`config.mk`:
```
export PLATFORM = sky130hd
export DESIGN_NAME = mm4_ram
export DESIGN_NICKNAME = d
export VERILOG_FILES = /design/src/mm4_ram.sv
export SDC_FILE = /design/constraint.sdc
export NUM_CORES = 1
export LEC_CHECK = 0
export BUFFER_PORTS_ARGS = -buffer_cell sky130_fd_sc_hd__buf_2
export CORE_AREA = 2 2 190 192
export DETAILED_ROUTE_END_ITERATION = 10
export DIE_AREA = 0 0 192 194
export PLACE_DENSITY = 0.84
export SLEW_MARGIN = 20
export SYNTH_ARGS = -nofsm -noshare
export SYNTH_HDL_FRONTEND = slang
export SYNTH_SLANG_ARGS = --single-unit
export TNS_END_PERCENT = 20
```
`constraint.sdc`:
```
create_clock -name clk_i -period 24.2 [get_ports clk_i]
set_input_delay 3.63 -clock clk_i [delete_from_list [all_inputs] [get_ports clk_i]]
set_output_delay 3.63 -clock clk_i [all_outputs]
set_load 0.02 [all_outputs]
```
`src/mm4_ram.sv`:
```
module mm4_ram #(
  parameter int unsigned WIDTH = 128,
  parameter int unsigned DEPTH = 4,
  localparam int unsigned AddrWidth = (DEPTH > 1) ? $clog2(DEPTH) : 1
) (
  input  logic                 clk_i,
  input  logic                 we_i,
  input  logic [AddrWidth-1:0] waddr_i,
  input  logic [WIDTH-1:0]     wdata_i,
  input  logic [AddrWidth-1:0] raddr_i,
  output logic [WIDTH-1:0]     rdata_o
);

  logic [WIDTH-1:0] mem_q [DEPTH];
  logic [WIDTH-1:0] rdata_q;

  always_ff @(posedge clk_i) begin
    if (we_i) begin
      mem_q[waddr_i] <= wdata_i;
    end
    rdata_q <= mem_q[raddr_i];
  end

  assign rdata_o = rdata_q;

endmodule

```
==> results.yml <==
clocking:
  htree_levels: 2
  cts-root-buf: "clkbuf_16"
  numCtsBuffers: 60
  postCtsSetupRepairBufs: 0
  cts_max_path_buffers: 3
  clock_sinks: 640
  cts_tree: "yes"
  cts_hold_buf: 0
  cts_resized: 0
  clk_pin_slew_ns: 0.06
  insertion_delay_ns: 0.61
final_layout:
  fin_area_um2: 24930
  area_growth_syn_to_layout_pct: 17.77
  layout_common_cells: "edfxtp_1, buf_2, mux4_2, dfxtp_1, clkbuf_16"
  drive_above_1_share_pct: 42.99
  nets: 1240
  final_common_cell: "edfxtp_1"
  nFillCells: 2037
detailed_routing:
  routed_via_density: 5.569
  drtAntennaViolNets: 0
  wl_um: 37860
  drtIter0Drc: 669
  vias: 9049
  drcViolationCount: 0
  wire_per_inst_um: 23.30
  first_pass_iters: 4
yosys:
  ys_ff_latch: 640
  netlist-cell-type-count: 10
  netlist_area_um2: 21170
  syn_area_per_cell_um2: 26.46
  ys_warn_count: 0
  synthesis.nets: 934
  synth_cells: 800
  synth-seq-area-share_pct: 84.75
setup_path:
  crit_type: "input port to flip-flop"
  cp.arrival_ns: 5.80
  cp_data_required_time_ns: 24.67
  r2r_cells: 1
  path_max_fanout: 81
  end_kind: "flip-flop"
  critical_path.max_stage_delay_ns: 0.86
  worstSetupStartpointType: "input port"
  cp_cell_sequence: "buf_8 -> buf_4 -> mux4_2"
  slowest_stage: "buf_4"
timing:
  rsz0062_at_grt: "false"
  drv_slew: 0
  finClkSkew_ns: 0.02052
  worstMarginPinSlew_ns: 0.9942
  fin_crit_ns: 5.332
  setup_tns_ns: 0
  finalSetupViolCount: 0
  finalCritPeriodShare_pct: 22.03
  max_slew_margin_pct: 33.72
  fmax_mhz: 187.5
  hold_violations: 0
  setup_slack_ns: 18.87
min_path:
  hold_depth: 1
  hold_path_class: "flip-flop to flip-flop"
pwr:
  power.density_nw_per_um2: 94.90
  max-vdd-ir-drop_uv: 76.07
  power_mw: 2.365
  leakagePower_nw: 8.701
floorplan:
  pin_count: 262
  coreArea_um2: 35220
  die_width_um: 192
  die-height_um: 194
  num_rows: 69
  initial_core_util_pct: 60.09
  dieArea_um2: 37250
placed_design:
  place_congestion: 0.7329
  io_buffers: 261
  pre_cts_ws_ns: 18.07
  placed_area_um2: 22850
  post-dp-hpwl_um: 22050
global_route:
  grt_pass1_vias: 9677
  antenna_found_initial: 7
  grtUsageTotal_pct: 21.04
  grt-ovfl-total: 0
  grt_max_degree: 91
  grt_pass1_wl_um: 57370
outcome:
  outcome: "complete, no violations"
flow_run:
  drv_cap: 0
## logic make-up (layout without fill, tap and decap cells)
group | after synthesis | after routing | share of synthesized area [%]
DFF | 640 | 640 | 84.75
muxes | 128 | 128 | 13.62
buffers and inverters | 28 | 384 | 1.484
and+or+nand+nor | 4 | 4 | 0.1478
other | 0 | 8 | 0
## stage by stage
| step | hold WS, ns | utilization [%] | std cells |
|---|---|---|---|
| after global placement | 0.5335 | 64.87 | 1505 |
| after CTS | 0.5450 | 70.71 | 1617 |
| final | 0.5403 | 70.77 | 1625 |
| after floorplan | 0.5322 | - | 800 |
| after global routing | 0.5500 | 70.74 | 1621 |
| after detailed placement | 0.5392 | 64.87 | 1505 |
## worst max-delay path: cells and delay by family
| family | cells | cell delay (ns) |
|---|---|---|
| buf+inv | 2 | 1.48 |
| mux | 1 | 0.61 |
## synth_stat cells
cell type / count / area share, %
edfxtp_1: 512 / 73
dfxtp_1: 128 / 12
mux4_2: 128 / 14
buf_2: 13 / 0.31
buf_12: 10 / 0.95
buf_6: 4 / 0.21
and3b_1: 2 / 0.083
and3_1: 1 / 0.030
clkbuf_1: 1 / 0.018
nor3b_1: 1 / 0.035
## power breakdown
group / switching, mW / internal, mW / total, mW
logic: 0.0789 / 0.0545 / 0.133
clock network: 0.385 / 0.573 / 0.957
registers: 0.0189 / 1.26 / 1.27
total: 0.483 / 1.88 / 2.37
## routing by layer
layer | track usage (%) | vias up | part of all wire, %
li1 | - | 3981 | -
met1 | 26.56 | 4674 | 38
met2 | 35.07 | 308 | 52
met3 | 6.081 | 84 | 7.5
met4 | 7.634 | 2 | 2.8
met5 | 0 | - | 0.037
## sequential cells by signal, summed over array words and instances, names as in the netlist
signal,cells
mem_q,512
rdata_o,128
## final timing paths
kind                start          end  slack, ns
max reg2reg  mem_q[3][69]  rdata_o[69]      23.18
min          mem_q[0][34]  rdata_o[34]       0.54
min reg2reg  mem_q[0][34]  rdata_o[34]       0.54
max            raddr_i[0]   rdata_o[0]      18.87
## cell type report
cell class                      count  area, µm²  share of cell area [%]
Clock inverter                     30      369.1                   1.481
Timing Repair Buffer              272       1405                   5.637
Sequential cell                   640      17940                   71.96
Clock buffer                       82       1687                   6.766
Multi-Input combinational cell    132       2932                   11.76
Tap cell                          461      576.8                   2.314
Antenna cell                        8      20.02                 0.08031
Power figures use the tool's default switching activity.
