File: src/mm4_pkg.sv
package mm4_pkg;

  localparam int unsigned ElemWidth = 32;
  localparam int unsigned NumLanes  = 4;
  localparam int unsigned RowWidth  = NumLanes * ElemWidth;
  localparam int unsigned ProdWidth = 2 * ElemWidth;
  localparam int unsigned AccWidth  = ProdWidth + 2;
  localparam int unsigned IdxWidth  = 2;

  typedef logic signed [ElemWidth-1:0] elem_t;
  typedef logic [RowWidth-1:0]         row_t;
  typedef logic [IdxWidth-1:0]         idx_t;

  localparam idx_t FirstIdx = '0;
  localparam idx_t LastIdx  = '1;

  typedef struct packed {
    logic vld;
    idx_t k;
  } pipe_t;

  typedef struct packed {
    logic mul_en;
    logic acc_en;
    logic acc_first;
  } lane_ctl_t;

endpackage

File: src/mm4_lane.sv
module mm4_lane import mm4_pkg::*; #(
  parameter int unsigned FRAC_BITS = 16
) (
  input  logic      clk_i,
  input  lane_ctl_t ctl_i,
  input  elem_t     a_i,
  input  elem_t     b_i,
  output elem_t     res_o,
  output logic      sat_o
);

  logic signed [ProdWidth-1:0] prod_d, prod_q;
  logic signed [AccWidth-1:0]  prod_ext;
  logic signed [AccWidth-1:0]  acc_d, acc_q;
  logic signed [AccWidth-1:0]  acc_shr;
  logic [AccWidth-ElemWidth:0] top_bits;
  logic                        fits;

  assign prod_d   = a_i * b_i;
  assign prod_ext = {{(AccWidth-ProdWidth){prod_q[ProdWidth-1]}}, prod_q};
  assign acc_d    = ctl_i.acc_first ? prod_ext : acc_q + prod_ext;

  always_ff @(posedge clk_i) begin
    if (ctl_i.mul_en) begin
      prod_q <= prod_d;
    end
    if (ctl_i.acc_en) begin
      acc_q <= acc_d;
    end
  end

  assign acc_shr  = acc_q >>> FRAC_BITS;
  assign top_bits = acc_shr[AccWidth-1:ElemWidth-1];
  assign fits     = (&top_bits) | ~(|top_bits);
  assign sat_o    = ~fits;

  always_comb begin
    if (fits) begin
      res_o = acc_shr[ElemWidth-1:0];
    end else if (acc_shr[AccWidth-1]) begin
      res_o = {1'b1, {(ElemWidth-1){1'b0}}};
    end else begin
      res_o = {1'b0, {(ElemWidth-1){1'b1}}};
    end
  end

endmodule

File: config.mk
export PLATFORM = sky130hd
export DESIGN_NAME = mm4_lane
export DESIGN_NICKNAME = d
export VERILOG_FILES = /design/src/mm4_pkg.sv /design/src/mm4_lane.sv
export SDC_FILE = /design/constraint.sdc
export NUM_CORES = 2
export LEC_CHECK = 0
export BUFFER_PORTS_ARGS = -buffer_cell sky130_fd_sc_hd__buf_2
export CAP_MARGIN = 25
export CORE_MARGIN = 1.5
export CORE_UTILIZATION = 45
export CTS_CLUSTER_SIZE = 30
export DETAILED_ROUTE_END_ITERATION = 8
export HOLD_SLACK_MARGIN = 0.12
export MAX_ROUTING_LAYER = met4
export PLACE_DENSITY = 0.61
export SLEW_MARGIN = 20
export SYNTH_ARGS = -nofsm -noshare
export SYNTH_HDL_FRONTEND = slang
export SYNTH_SLANG_ARGS = --single-unit
File: constraint.sdc
create_clock -name clk_i -period 15.46 [get_ports clk_i]
set_input_delay 1.546 -clock clk_i [delete_from_list [all_inputs] [get_ports clk_i]]
set_output_delay 1.546 -clock clk_i [all_outputs]
set_load 0.05 [all_outputs]
==> out/results.ini <==
[cts]
cts.htree.levels = 4
clockRootBuffer = clkbuf_16
cts.clk_slew.worst_paths_ns = 0.06
cts_hold_buffers = 0
cts_tree = built
clk_latency_ns = 0.44
ctsResizeCount = 0
cts_made_buffers = 17
post_cts_buffers = 0
clock_path_buffers = 2
clock-sinks = 130

[floorplanning]
rows = 115
dieArea_sq_um = 102000
start_util_pct = 45.5
die_h_um = 319
num_io_pins = 101
coreArea_sq_um = 98700
die_w_um = 319

[cells_and_area]
fillers = 9443
final_common_cell = fa_1
utilization_pct = 47.5
nNetsFinal = 6059
areaGrowthSynthToFinish_pct = 4.33
drive_gt1_share_pct = 4.05
stdcell_area_sq_um = 46900
final_cell_mix = fa_1 (1083), inv_1 (1038), nand2_1 (614), and2_1 (527), ha_1 (249)

[global_routing]
grt_pass1_wl_mm = 194
grt_usage_pct = 25.3
antenna_found_initial = 4
grt_pass1_vias = 34300
overflow = 0
grt_max_degree = 83

[synthesis]
ys_ff_latch = 130
synth_edf_count = 130
netlist_instances = 4772
syn_area_sq_um = 44900
syn_area_per_cell_sq_um = 9.42
ys.flop_type = edfxtp_1
syn_nets = 6172
synth.distinct_cells = 70
yosysWarningCount = 0
ys_async_sr_fraction_pct = 0
ys_seq_area_share_pct = 8.69

[routing]
drtAntennaViolNets = 0
drt-initial-drc-count = 2035
vias = 31800
vias_per_cell = 5.33
wl_mm = 120
routedWlPerCell_um = 20.1
drt-pass1-iter-count = 6
drc = 0

[worst_setup_path]
cp-start-kind = primary input
worstSetupEndpointType = flop
cp.required_ns = 15.65
arrival_ns = 9.81
cp_max_fo = 32
worstSetupPathType = primary input to flop

[timing]
rsz0062_at_grt = false
timing.fmax_mhz = 104
timing.final.crit_share_pct = 62.3
tns_ns = 0
slew_violations = 0
fin_worst_skew_ns = 0.0150
whs_ns = 0.570
max_slew_margin_pct = 32.6
period_needed_ns = 9.62
tightest_slew_ns = 1.01
finalHoldViolCount = 0
finalSetupViolCount = 0

[place]
gp_congestion = 0.881
dpl_cell_area_sq_um = 46300
place_hpwl_mm = 93.2
io_buffers = 100

[run_status]
status = completed

[job]
maxCapViolations = 0

[worst_hold_path]
hold_class = flop to flop

==> area by class of cell <==
type	count	area (sq um)	area share [%]
Timing Repair Buffer	125	691	1.47
Multi-Input combinational cell	3347	36200	77.2
Inverter	1038	3900	8.31
Tap cell	1287	1610	3.43
Sequential cell	130	3900	8.33
Antenna cell	4	10.0	0.0214
Clock inverter	15	165	0.352
Clock buffer	17	425	0.907
==> path summary, 6_finish.rpt <==
| kind | from | to | slack [ns] | depth (start not counted) |
|---|---|---|---|---|
| worst min-delay path | prod_q[10]$_DFFE_PP_ | acc_q[10]$_DFFE_PP_ | 0.57 | 2 |
| worst max-delay path | b_i[5] | prod_q[60]$_DFFE_PP_ | 5.84 | 25 |
| worst max register to register | prod_q[0]$_DFFE_PP_ | acc_q[62]$_DFFE_PP_ | 11.40 | 14 |
| worst min register to register | prod_q[10]$_DFFE_PP_ | acc_q[10]$_DFFE_PP_ | 0.57 | 2 |
==> registers in the layout, indices dropped and copies added (netlist names) <==
signal and cells:
acc_q 66, prod_q 64
==> per-stage QoR <==
step	instances	setup slack, ns
global route	5962	5.31
finish	5963	5.84
global placement	5927	5.46
floorplan	4772	6.53
detailed placement	5927	5.33
CTS	5959	5.82
==> layer usage <==
layer	global-route usage, %	vias up	share of wire, %
met5	-	-	0
met4	5.03	0	1.9
met3	4.20	154	7.4
met2	39.8	1074	46
met1	34.7	16500	44
li1	-	14100	-
==> cells in the mapped netlist, types with 6 or more instances <==
master	instances	share of area [%]
nand2b_1	23	0.32
a31oi_1	12	0.17
fa_1	1083	48
nand4_1	36	0.50
a211oi_1	9	0.15
edfxtp_1	130	8.7
xor2_1	49	0.96
nand2_1	614	5.1
clkbuf_1	256	2.1
and3_1	17	0.24
ha_1	249	6.9
o21a_1	13	0.22
a21o_1	109	1.8
inv_1	1038	8.7
nor2b_1	18	0.25
nor2_1	76	0.63
nor3_1	21	0.23
a21oi_1	127	1.4
xnor2_1	81	1.6
a31o_2	6	0.12
o21ai_0	125	1.4
o31ai_1	9	0.15
and2_1	527	7.3
o211ai_1	13	0.22
o21bai_1	18	0.30
nand3_1	29	0.32
==> worst max-delay path, stage by stage <==
cell	delay [ns]
buf_2	0.63
nand2_1	0.26
inv_1	0.15
fa_1	0.50
fa_1	0.65
inv_1	0.12
fa_1	0.54
inv_1	0.07
fa_1	0.90
inv_1	0.37
fa_1	0.57
inv_1	0.05
fa_1	0.52
inv_1	0.05
fa_1	0.47
inv_1	0.05
fa_1	0.44
ha_1	0.39
and2_1	0.25
nand3_1	0.12
or3_1	0.31
o21ai_0	0.35
nand4_1	0.14
a31oi_1	0.22
xor2_1	0.09
==> logic make-up (layout without fill, tap and decap cells) <==
| group | Yosys count | in the layout | synth area share, % |
|---|---|---|---|
| and+or+nand+nor | 1378 | 1378 | 15.3 |
| xor gates and xnor gates | 130 | 130 | 2.53 |
| DFF | 130 | 130 | 8.69 |
| muxes | 7 | 7 | 0.170 |
| buffers and inverters | 1295 | 1195 | 10.8 |
| AOI/OAI and AO/OA | 500 | 500 | 7.33 |
| adders and majority gates | 1332 | 1332 | 55.2 |
| other | 0 | 4 | 0 |
Power is not shown: default switching activity piles up to over one toggle a cycle in this logic, so the estimate is an artifact.
